===== src/rtl/obl_pkg.sv =====
// shared types and constants of the order book level queue
// entry layout, operation and status codes, per-cell control struct
// no dependencies
package obl_pkg;

  localparam int ID_W        = 64;
  localparam int PRIO_W      = 32;
  localparam int SIZE_W      = 31;
  localparam int PRICE_W     = 32;
  localparam int QSZ_W       = 37;
  localparam int TIME_W      = 64;
  localparam int CNT_OUT_W   = 7;
  localparam int OP_W        = 3;
  localparam int ST_W        = 2;
  localparam int DEFAULT_DEPTH = 64;

  localparam logic [OP_W-1:0] OP_INS_PRIO = 3'd0;
  localparam logic [OP_W-1:0] OP_INS_POS  = 3'd1;
  localparam logic [OP_W-1:0] OP_REMOVE   = 3'd2;
  localparam logic [OP_W-1:0] OP_POSITION = 3'd3;
  localparam logic [OP_W-1:0] OP_AT_SIZE  = 3'd4;
  localparam logic [OP_W-1:0] OP_FIND     = 3'd5;
  localparam logic [OP_W-1:0] OP_CLEAR    = 3'd6;

  localparam logic [ST_W-1:0] STAT_OK   = 2'd0;
  localparam logic [ST_W-1:0] STAT_MISS = 2'd1;
  localparam logic [ST_W-1:0] STAT_FULL = 2'd2;

  typedef struct packed {
    logic [ID_W-1:0]           id;
    logic [PRIO_W-1:0]         prio;
    logic [SIZE_W-1:0]         size;
    logic signed [PRICE_W-1:0] price;
  } entry_t;

  typedef enum logic [1:0] {
    CELL_HOLD,
    CELL_LOAD,
    CELL_SHR,
    CELL_SHL
  } cell_op_t;

  typedef struct packed {
    cell_op_t op;
    logic     fresh;  // cell was past the tail, take prefix from the level total
  } cell_ctl_t;

endpackage


===== src/rtl/obl_cell.sv =====
// one slot of the level queue: an order entry and the size queued ahead of it
// shifts toward either neighbor or loads a new entry
// depends on obl_pkg
module obl_cell #(
  parameter int SUM_W = 37
) (
  input  logic                 clk,
  input  obl_pkg::cell_ctl_t   ctl,
  input  obl_pkg::entry_t      new_ent,
  input  logic [SUM_W-1:0]     new_pre,
  input  logic [obl_pkg::SIZE_W-1:0] delta,
  input  obl_pkg::entry_t      left_ent,
  input  logic [SUM_W-1:0]     left_pre,
  input  obl_pkg::entry_t      right_ent,
  input  logic [SUM_W-1:0]     right_pre,
  output obl_pkg::entry_t      ent,
  output logic [SUM_W-1:0]     pre
);

  obl_pkg::entry_t  ent_r;
  logic [SUM_W-1:0] pre_r;

  always_ff @(posedge clk) begin
    case (ctl.op)
      obl_pkg::CELL_LOAD: begin
        ent_r <= new_ent;
        if (ctl.fresh) begin
          pre_r <= new_pre;
        end
      end
      // moving back one slot: the inserted order now sits ahead
      obl_pkg::CELL_SHR: begin
        ent_r <= left_ent;
        pre_r <= left_pre + SUM_W'(delta);
      end
      // moving up one slot: the removed order no longer sits ahead
      obl_pkg::CELL_SHL: begin
        ent_r <= right_ent;
        pre_r <= right_pre - SUM_W'(delta);
      end
      default: begin
      end
    endcase
  end

  assign ent = ent_r;
  assign pre = pre_r;

endmodule


===== config.mk =====
export PLATFORM = sky130hd
export DESIGN_NAME = obl_cell
export DESIGN_NICKNAME = d
export VERILOG_FILES = /design/src/rtl/obl_pkg.sv /design/src/rtl/obl_cell.sv
export SDC_FILE = /design/constraint.sdc
export NUM_CORES = 1
export LEC_CHECK = 0
export BUFFER_PORTS_ARGS = -buffer_cell sky130_fd_sc_hd__buf_2
export CORE_AREA = 5 5 313 315
export DETAILED_ROUTE_END_ITERATION = 16
export DIE_AREA = 0 0 318 320
export GPL_ROUTABILITY_DRIVEN = 0
export MAX_ROUTING_LAYER = met4
export SYNTH_ARGS = -nofsm -noshare
export SYNTH_HDL_FRONTEND = slang
export SYNTH_SLANG_ARGS = --single-unit

===== constraint.sdc =====
create_clock -name clk -period 10 [get_ports clk]
set_input_delay 0.5 -clock clk [delete_from_list [all_inputs] [get_ports clk]]
set_output_delay 0.5 -clock clk [all_outputs]
set_load 0.02 [all_outputs]

Word level (Yosys, flattened, before mapping):

Index checks and enable logic that the tools add are counted.
Widths: inputs -> output; s select.

* register bits after elaboration: 196
* bits in latches: 0
* memory bits (writable): 0
* ROM bits: 0
* input port bits: 623
* logic and storage cells: 16
* memories kept: 0

* $add $sub $neg: 2
* $mul: 0
* div/mod/pow operators: 0
* order comparisons: 0
* equal/unequal tests: 4
* shift operators: 0
* multiplexer cells: 3
* bitwise gates (word level): 0
* reduce and logical (&&, ||, !) cells: 2

Operator list (number)
* $pmux 159 s3: 1
* $pmux 37 s3: 1
* $add 37x31->37: 1
* $mux 37: 1
* $sub 37x31->37: 1
* $eq 2x2->1 const B: 2
* $reduce_bool 3->1: 1
* $eq 2x1->1 const B: 1
* $ne 2x2->1 const B: 1
* $reduce_and 2->1: 1

Logic depth before layout (Yosys ltp):

Gate-level depths: netlist of the first run.

* word-level depth: 3
* gate-level depth with buffers: 12

Worst setup path after synthesis of the first run:

No wires, ideal clock.

* kind: input-to-reg
* start: input port ctl[1] (netlist bit)
* end: register ent_r, in the netlist ent[0] (enable)
* setup time: 1.312 ns
* arrival: 3.930 ns
* setup slack: 4.758 ns
* stages on the path: 5
* buffers on the path: 3
* cells stage by stage: clkbuf_1 > inv_1 > clkbuf_1 > buf_1 > nand2_1

* longest elaborated chain between the ends: 2

Ends and longest elaborated chain
* from (decl): RTL line obl_cell.sv:8 `input obl_pkg::cell_ctl_t ctl,`
* $eq 2x1->1 or $eq 2x2->1 (tied branches): RTL line obl_cell.sv:24 `case (ctl.op)`
* $reduce_bool 3->1 (no line) *
* to (signal assigned): RTL line obl_cell.sv:26 `ent_r <= new_ent;`
* to (signal assigned): RTL line obl_cell.sv:33 `ent_r <= left_ent;`
* to (signal assigned): RTL line obl_cell.sv:38 `ent_r <= right_ent;`
* to (decl): RTL line obl_cell.sv:20 `obl_pkg::entry_t ent_r;`

Every way passes the cells marked *; elsewhere a longest branch is shown, timed or not.
A chain may end at the register's enable or synchronous reset.

Worst setup path in the final report of the first run:

* start: input port delta[1] (netlist bit)
* end: register pre_r[27] (netlist: pre[27]) (data pin)

* longest elaborated chain between the ends: 2

Ends and longest elaborated chain
* from (decl): RTL line obl_cell.sv:11 `input logic [obl_pkg::SIZE_W-1:0] delta,`
* $sub 37x31->37 or $add 37x31->37 (tied branches): RTL line obl_cell.sv:39, obl_cell.sv:34
* $pmux 37 s3 *: RTL line obl_cell.sv:24
* to (signal assigned): RTL line obl_cell.sv:28 `pre_r <= new_pre;`
* to (signal assigned): RTL line obl_cell.sv:34 `pre_r <= left_pre + SUM_W'(delta);`
* to (signal assigned): RTL line obl_cell.sv:39 `pre_r <= right_pre - SUM_W'(delta);`
* to (decl): RTL line obl_cell.sv:21 `logic [SUM_W-1:0] pre_r;`

Marked as above.

==> results of run 1 <==
## synthesized netlist by cell type (3+ instances only)
cell type / n
o211ai_1: 16
buf_1: 12
o22ai_1: 4
o221ai_1: 9
inv_1: 53
o2111ai_1: 3
edfxtp_1: 196
o21ai_0: 50
o21a_1: 15
nand2_1: 77
nor3b_1: 3
and2_1: 3
a31oi_1: 7
o31a_1: 5
and3_1: 13
nand3_1: 17
a221o_1: 6
xnor2_1: 34
o21bai_1: 6
buf_2: 11
nand2b_1: 9
nor2_1: 227
a211oi_1: 5
nand4_1: 13
mux2i_1: 173
nor4_1: 4
a21o_1: 24
nor4b_1: 3
mux2_2: 4
ha_1: 62
a21oi_1: 254
nor3_1: 12
a211o_1: 4
or3_1: 12
nor2b_1: 8
xor2_1: 19
clkbuf_1: 62
## path summary, 6_finish.rpt
kind | startpoint | endpoint | cells past startpoint | slack [ps]
setup / recovery | delta[1] | pre[27] | 11 | 6820
hold / removal | new_pre[13] | pre[13] | 2 | 290
## per-layer routing
metal	wire length, um	up-vias	GRT usage [%]
li1	-	7029	-
met1	33300	7038	19.2
met2	39300	944	25.9
met3	10300	131	6.69
met4	1570	0	3.29
met5	0	-	-
## through the flow
| step | util (%) | std cells |
|---|---|---|
| floorplan | - | 1480 |
| global placement | 20.4 | 3486 |
| detailed placement | 20.4 | 3486 |
| CTS | 21.1 | 3518 |
| global route | 21.2 | 3544 |
| finish | 21.2 | 3552 |
## power by group through the flow
stage / clock network (mW) / registers [mW] / logic, mW
after detailed placement: 0 / 1.08 / 0.898
after global routing: 0.838 / 1.07 / 0.965
after global placement: 0 / 1.08 / 0.893
after floorplan: 0 / 1.21 / 0.364
after CTS: 0.806 / 1.06 / 0.901
final: 0.775 / 1.06 / 0.898
## placed cells by master, fill, tap and decap left out, types with 50 or more instances in the layout
cell type	n
nor2_1	227
nand2_1	75
a21oi_1	254
inv_1	53
edfxtp_1	196
o21ai_0	50
ha_1	62
mux2i_1	173
buf_2	816
## sequential cells by signal, summed over array words and instances, names as in the netlist
| name | cells |
|---|---|
| ent | 159 |
| pre | 37 |
## cell families after synthesis
logic type / count (synthesis)
buffers and inverters: 139
and+or+nand+nor: 414
adders and majority gates: 64
AOI/OAI and AO/OA: 437
muxes: 177
xor gates and xnor gates: 53
DFF: 196
## area by class of cell
class / count / share of cell area [%]
antenna: 34 / 0.425
clock buffer: 18 / 2.14
clock inverter: 14 / 0.937
inverter: 53 / 0.993
multi-input combinational: 1145 / 37.4
sequential: 196 / 29.4
tap: 1265 / 7.90
timing repair buffer: 827 / 20.9
==> flow_summary.yaml, run 1 <==
outcome:
  status: "finished, final reports clean"
layout:
  synthToLayoutAreaGrowth_pct: 44.2
  drive_gt1_share_pct: 38.7
  multiInputGateArea_sq_um: 7490
  fillCellCount: 10600
  final_net_count: 2927
  seq_area_sq_um: 5890
  stdcell_area_sq_um: 20000
routing:
  drt_iter0_drc: 1524
  detail_route.wl_per_cell_um: 23.8
  ant_nets: 0
  routed_wl_um: 84400
  vias_per_cell: 4.26
  vias: 15100
  drt_pass1_iterations: 6
  drc_errors: 0
min_path:
  hold_path.class: "in -> reg"
worst_setup_path:
  critPathLaunchType: "input port"
  cp_top_family: "compound AO/OA/AOI/OAI gates"
  arrival_ps: 3440
  cpMaxStageDelayCell: "o311ai_1"
  worstPathRequired_ps: 10260
  max_stage_delay_ps: 890
  crit_chain: "buf_2 > inv_1 > ha_1 > nor2b_1 > o31a_1 > o311ai_1 > a21o_1 > a21oi_1 > or2_1 > mux2i_1 > a221o_1"
  crit_buf_inv: 2
  cp-end-kind: "flop"
  worstSetupPathType: "in -> reg"
  crit_fanout: 4
timing:
  rsz0062_at_grt: "no"
  fin_ws_ps: 6820
  max_slew.worst_pin.slew_ps: 1150
  clock.fmax_ghz: 0.314
  holdWs_ps: 291
  finalCritPeriodShare_pct: 31.8
  slew_headroom_pct: 22.9
  setup_viol: 0
  finalMaxSlewViolations: 0
  fin_crit_ps: 3180
  finalHoldViolations: 0
  fin_setup_tns_ps: 0
logic_synthesis:
  synthSimpleGateAreaFrac_pct: 13.1
  synth_edf_count: 196
  synth_largest_area_cell: "edfxtp_1"
  yosysTopAreaCellShare_pct: 42.3
  synth_compound_area_share_pct: 18.7
  ys_seq_area_share_pct: 42.3
  syn_nets: 2167
  muxShareOfSynthArea_pct: 12.8
  yosys.area_share.xor_xnor_pct: 3.34
  yosysUniqueCellTypes: 69
  synth_area_sq_um: 13900
  ys.flop_type: "edfxtp_1"
  async_flop_share_pct: 0
  syn_avg_cell_area_sq_um: 9.39
  synth_fa_ha_area_share_pct: 5.87
  syn_inst: 1480
  synth_top_family_by_area: "compound AO/OA/AOI/OAI gates"
  ys_seq_elements: 196
  yosysWarnings: 0
  synth.area.top_cells: "edfxtp_1, mux2i_1, a21oi_1"
power_and_ir_drop:
  switching_share_pct: 36.2
  switching_power_mw: 0.991
  combPwrFrac_pct: 32.9
  vdd_ir_drop_max_v: 0.0000976
  p_per_area_nw_per_um2: 136
  p_total_mw: 2.73
  p_clk_share_pct: 28.4
  leakagePower_nw: 9.10
  internal_power_mw: 1.74
  pwr-share-seq_pct: 38.8
clock_tree:
  clock-sinks: 196
  cts_hold_buf: 0
  postCtsSetupRepairBufs: 0
  clk_pin_slew_worst_paths_ps: 90
  cts_resized: 0
  cts_buffer_depth: 2
  cts_tree: "done"
  cts-root-buf: "clkbuf_16"
  h-tree-depth: 4
  numCtsBuffers: 17
global_routing:
  first_global_vias: 14400
  track_usage_pct: 16.2
  grt_max_degree: 102
  grt_pass1_wl_um: 113000
  antenna_found_initial: 77
  grt_overflow: 0
place:
  placed_area_sq_um: 19300
  port_buffers: 818
  post-place-ws_ps: 6320
  place_hpwl_um: 71900
floorplanning:
  die_h_um: 320
  die_area_sq_um: 102000
  ios: 819
  coreArea_sq_um: 94600
  die_x_um: 318
  num_rows: 113
  initial_utilization_pct: 14.7
run:
  drv_cap: 0
Power figures use the tool's default switching activity.
==> run 2, diff against run 1 <==
==> constraint.sdc (replaced) <==
create_clock -name clk -period 3.2 [get_ports clk]
set_input_delay 0.16 -clock clk [delete_from_list [all_inputs] [get_ports clk]]
set_output_delay 0.16 -clock clk [all_outputs]
set_load 0.02 [all_outputs]
==> run 2 against run 1 <==
Against the previous run: combinational power increased to 3.4 times the previous value; die area did not move; first-iteration DRC count up 15%; cell count rose by 6.4%.
==> flow_summary.yaml, run 2 (same netlist as run 1, synthesis figures left out) <==
layout:
  largest_reg_flops: 159
  layout_common_cells: "buf_2, a21oi_1, nor2_1"
  drive_gt1_share_pct: 36.4
  stdcell_area_sq_um: 22200
  final_net_count: 3135
  mostFrequentLayoutCell: "buf_2"
  instances_no_fill: 3781
  synthToLayoutAreaGrowth_pct: 59.7
timing:
  finalHoldViolations: 0
  clock.fmax_ghz: 0.404
  slew_headroom_pct: 23.7
  finalMaxSlewViolations: 0
  rsz0062_at_grt: "no"
  max_slew.worst_pin.slew_ps: 1140
  setup_viol: 0
  finalCritPeriodShare_pct: 77.3
  fin_crit_ps: 2470
  fin_setup_tns_ps: 0
  fin_ws_ps: 726
power_and_ir_drop:
  switching_power_mw: 3.16
  p_clk_share_pct: 26.4
  p_per_area_nw_per_um2: 390
  p_total_mw: 8.66
  leakagePower_nw: 10.0
  vdd_ir_drop_max_v: 0.000375
  combPwrFrac_pct: 35.4
  pwr-share-seq_pct: 38.2
  internal_power_mw: 5.50
  switching_share_pct: 36.5
worst_setup_path:
  cp-end-kind: "flop"
  critPathLaunchType: "input port"
  crit_fanout: 7
  worstSetupPathType: "in -> reg"
  arrival_ps: 2700
  worstPathRequired_ps: 3430
place:
  port_buffers: 818
  placed_cells: 3509
  place_hpwl_um: 71400
  placed_area_sq_um: 19600
  post-place-ws_ps: 193
routing:
  routed_wl_um: 85200
  ant_nets: 0
  vias: 16300
  vias_per_cell: 4.31
  drt_iter0_drc: 1759
  drt_pass1_iterations: 5
  drc_errors: 0
  detail_route.wl_per_cell_um: 22.5
clock_tree:
  clk_pin_slew_worst_paths_ps: 90
  clock-sinks: 196
  cts_resized: 0
  cts-root-buf: "clkbuf_16"
  cts_buffer_depth: 2
  cts_tree: "done"
  postCtsSetupRepairBufs: 0
  h-tree-depth: 4
  numCtsBuffers: 17
global_routing:
  track_usage_pct: 16.3
  antenna_found_initial: 93
  grt_pass1_wl_um: 116000
  first_global_vias: 15700
  grt_overflow: 0
  grt_max_degree: 201
run:
  drv_cap: 0
floorplanning:
  die_area_sq_um: 102000
  die_h_um: 320
  ios: 819
  num_rows: 113
  die_x_um: 318
  coreArea_sq_um: 94600
  initial_utilization_pct: 14.7
min_path:
  hold_path.class: "in -> reg"
outcome:
  status: "finished, final reports clean"
[run 2: cell count changes in the layout (fill, tap and decap cells not counted), sizes merged]
cell and change:
bufinv -2, diode +21, dlygate4sd3 +185, clkinv +2
buf +23
[run 2: metrics by stage]
stage	util [%]	hold slack (ps)
3_3_place_gp	20.7	443
3_5_place_dp	20.7	451
5_1_grt	23.4	7.94
4_1_cts	23.3	0.428
2_1_floorplan	-	346
6_report	23.5	48.3
[run 2: repair_timing]
item	in CTS	in global routing
hold endpoints to repair	156	0
hold buffers	185	0
setup endpoints to repair	0	0
[run 2: worst max-delay path, stage by stage]
cell and delay, ps:
buf_2 100, ha_1 380, a21oi_1 350, nor2_1 70, or4b_1 490, o21ai_2 340, buf_4 210, nor3_1 50
nor4b_1 390, o221ai_1 150
[run 2: layout make-up]
type,instances,area [sq um]
fillers,10200,72400
multi-input cells,1145,7500
repair buffers,1035,6310
flip-flops and latches,196,5890
well taps,1265,1580
clock buffers,18,429
inverters,53,199
clock inverters,14,159
diodes,55,138
[run 2: metal layers]
layer  track usage (%)  routed length, um  up-vias  share of wire [%]
met2              26.2              39100     1013                 46
li1                  -                  -     7501                  -
met4              4.50               2540        0                3.0
met1              18.8              32700     7608                 38
met5                 -                  0        -                  0
met3              6.97              10800      158                 13
[run 2: power groups by stage]
stage	logic (mW)	clock network, mW	registers [mW]
2_1_floorplan	1.14	0	3.77
3_3_place_gp	2.83	0	3.36
3_5_place_dp	2.85	0	3.36
4_1_cts	3.06	2.39	3.31
5_1_grt	3.28	2.48	3.34
6_report	3.06	2.28	3.31
[run 2: worst paths after layout]
path,from,end,slack [ps],cells after the start
setup / recovery,delta[13],pre[32],730,10
hold / removal,new_ent[152],ent[152],50,3
==> run 3, diff against run 2 <==
--- a/config.mk
+++ b/config.mk
@@ -6,9 +6,9 @@
 export NUM_CORES = 1
 export LEC_CHECK = 0
 export BUFFER_PORTS_ARGS = -buffer_cell sky130_fd_sc_hd__buf_2
-export CORE_AREA = 5 5 313 315
+export CORE_AREA = 5 5 320 322
 export DETAILED_ROUTE_END_ITERATION = 16
-export DIE_AREA = 0 0 318 320
+export DIE_AREA = 0 0 325 327
 export GPL_ROUTABILITY_DRIVEN = 0
 export MAX_ROUTING_LAYER = met4
 export SYNTH_ARGS = -nofsm -noshare
==> constraint.sdc (replaced) <==
create_clock -name clk -period 2 [get_ports clk]
set_input_delay 0.1 -clock clk [delete_from_list [all_inputs] [get_ports clk]]
set_output_delay 0.1 -clock clk [all_outputs]
set_load 0.02 [all_outputs]
==> run 3 against run 2 <==
Against the previous run: core utilization increased by 2.4 points; sequential cell count unchanged; combinational power increased by 92%; power increased by 74%; cell area increased by 16%; hold slack got worse by 1.4 ps; sequential power increased by 60%; clock-buffer cell count decreased by 1; setup slack got worse by 720 ps; sequential share of layout area decreased by 3.6 points; die area increased by 4.4%; global-route usage increased by 1.3 points; largest cell class is now non-clock buffers.
==> flow_summary.yaml, run 3 (same netlist as run 1, synthesis figures left out) <==
layout:
  drive_gt1_share_pct: 41.2
  largest_reg_flops: 159
  instances_no_fill: 4167
  stdcell_area_sq_um: 25700
  layout_common_cells: "buf_2, dlygate4sd3_1, a21oi_1"
  synthToLayoutAreaGrowth_pct: 85.0
  mostFrequentLayoutCell: "buf_2"
  fillCellCount: 10600
  multiInputGateArea_sq_um: 7870
  final_net_count: 3480
  seq_area_sq_um: 5890
run:
  drv_cap: 0
routing:
  ant_nets: 0
  vias_per_cell: 4.26
  routed_wl_um: 95700
  drc_errors: 0
  vias: 17800
  drt_iter0_drc: 1302
  detail_route.wl_per_cell_um: 23.0
  drt_pass1_iterations: 6
worst_setup_path:
  crit_fanout: 4
  worstPathRequired_ps: 2240
  cpMaxStageDelayCell: "or4b_4"
  worstSetupPathType: "in -> reg"
  max_stage_delay_ps: 510
  cp-end-kind: "flop"
  crit_buf_inv: 2
  crit_chain: "buf_2 > ha_1 > a21oi_1 > nor2_1 > or4b_4 > o21ai_4 > buf_4 > o21ai_0 > xnor2_1 > o221ai_1"
  critPathLaunchType: "input port"
  cp_top_family: "compound AO/OA/AOI/OAI gates"
  arrival_ps: 2240
timing:
  finalHoldViolations: 0
  fin_crit_ps: 2000
  rsz0062_at_grt: "yes"
  fin_setup_tns_ps: 0
  finalMaxSlewViolations: 0
  max_slew.worst_pin.slew_ps: 669
  finalCritPeriodShare_pct: 99.9
  setup_viol: 0
  fin_ws_ps: 1.71
  slew_headroom_pct: 55.0
  clock.fmax_ghz: 0.500
global_routing:
  first_global_vias: 17500
  track_usage_pct: 17.6
  grt_max_degree: 130
  grt_overflow: 0
  grt_pass1_wl_um: 130000
  antenna_found_initial: 113
floorplanning:
  coreArea_sq_um: 99300
  die_h_um: 327
  die_area_sq_um: 106000
  initial_utilization_pct: 14.0
  ios: 819
  die_x_um: 325
  num_rows: 116
place:
  placed_cells: 3743
  place_hpwl_um: 80300
  post-place-ws_ps: -782
  port_buffers: 818
  placed_area_sq_um: 21400
clock_tree:
  cts-root-buf: "clkbuf_16"
  h-tree-depth: 4
  clk_pin_slew_worst_paths_ps: 100
  numCtsBuffers: 17
  cts_buffer_depth: 2
  cts_tree: "done"
  clock-sinks: 196
power_and_ir_drop:
  vdd_ir_drop_max_v: 0.000442
  leakagePower_nw: 11.6
  p_per_area_nw_per_um2: 585
outcome:
  status: "finished, final reports clean"
min_path:
  hold_path.class: "in -> reg"
[run 3: area by class of cell]
cell class / count / area share (%)
multi-input combinational: 1145 / 30.6
clock inverter: 15 / 0.715
timing repair buffer: 1380 / 36.4
tap: 1298 / 6.32
sequential: 196 / 22.9
antenna: 63 / 0.613
clock buffer: 17 / 1.65
inverter: 53 / 0.842
[run 3: repair_timing]
action                                  4_1_cts  5_1_grt
buffers inserted                              5        1
hold buffers                                324        0
gates resized for setup                      32       32
hold endpoints to repair                    190        0
endpoints found under the setup margin       20       21
pin swaps                                    20       20
[run 3: metrics by stage]
stage               utilization (%)  power, mW  hold WS [ps]
floorplan                         -       7.90           286
global placement               21.5       10.4           376
detailed placement             21.5       10.5           386
CTS                            25.6       15.1         0.911
global route                   25.9       15.8          19.5
finish                         25.9       15.0          46.9
[run 3: layer usage]
| metal | wire (um) | vias up | GRT usage [%] |
|---|---|---|---|
| met1 | 37500 | 8312 | 20.6 |
| met3 | 10700 | 197 | 6.46 |
| li1 | - | 8190 | - |
| met4 | 2750 | 0 | 4.97 |
| met5 | 0 | - | - |
| met2 | 44700 | 1063 | 28.6 |
[run 3: worst paths after layout]
path / cells past startpoint / from / endpoint / slack, ps
setup / recovery: 10 / delta[13] / pre[22] / 2
hold / removal: 3 / right_ent[149] / ent[149] / 50
[run 3: where the power goes]
part	total (mW)	internal, mW	leakage, nW	switching, mW
logic	5.86	2.72	9.37	3.14
clock network	3.87	1.80	0.294	2.07
registers	5.31	5.13	1.97	0.189
total	15.0	9.64	11.6	5.40
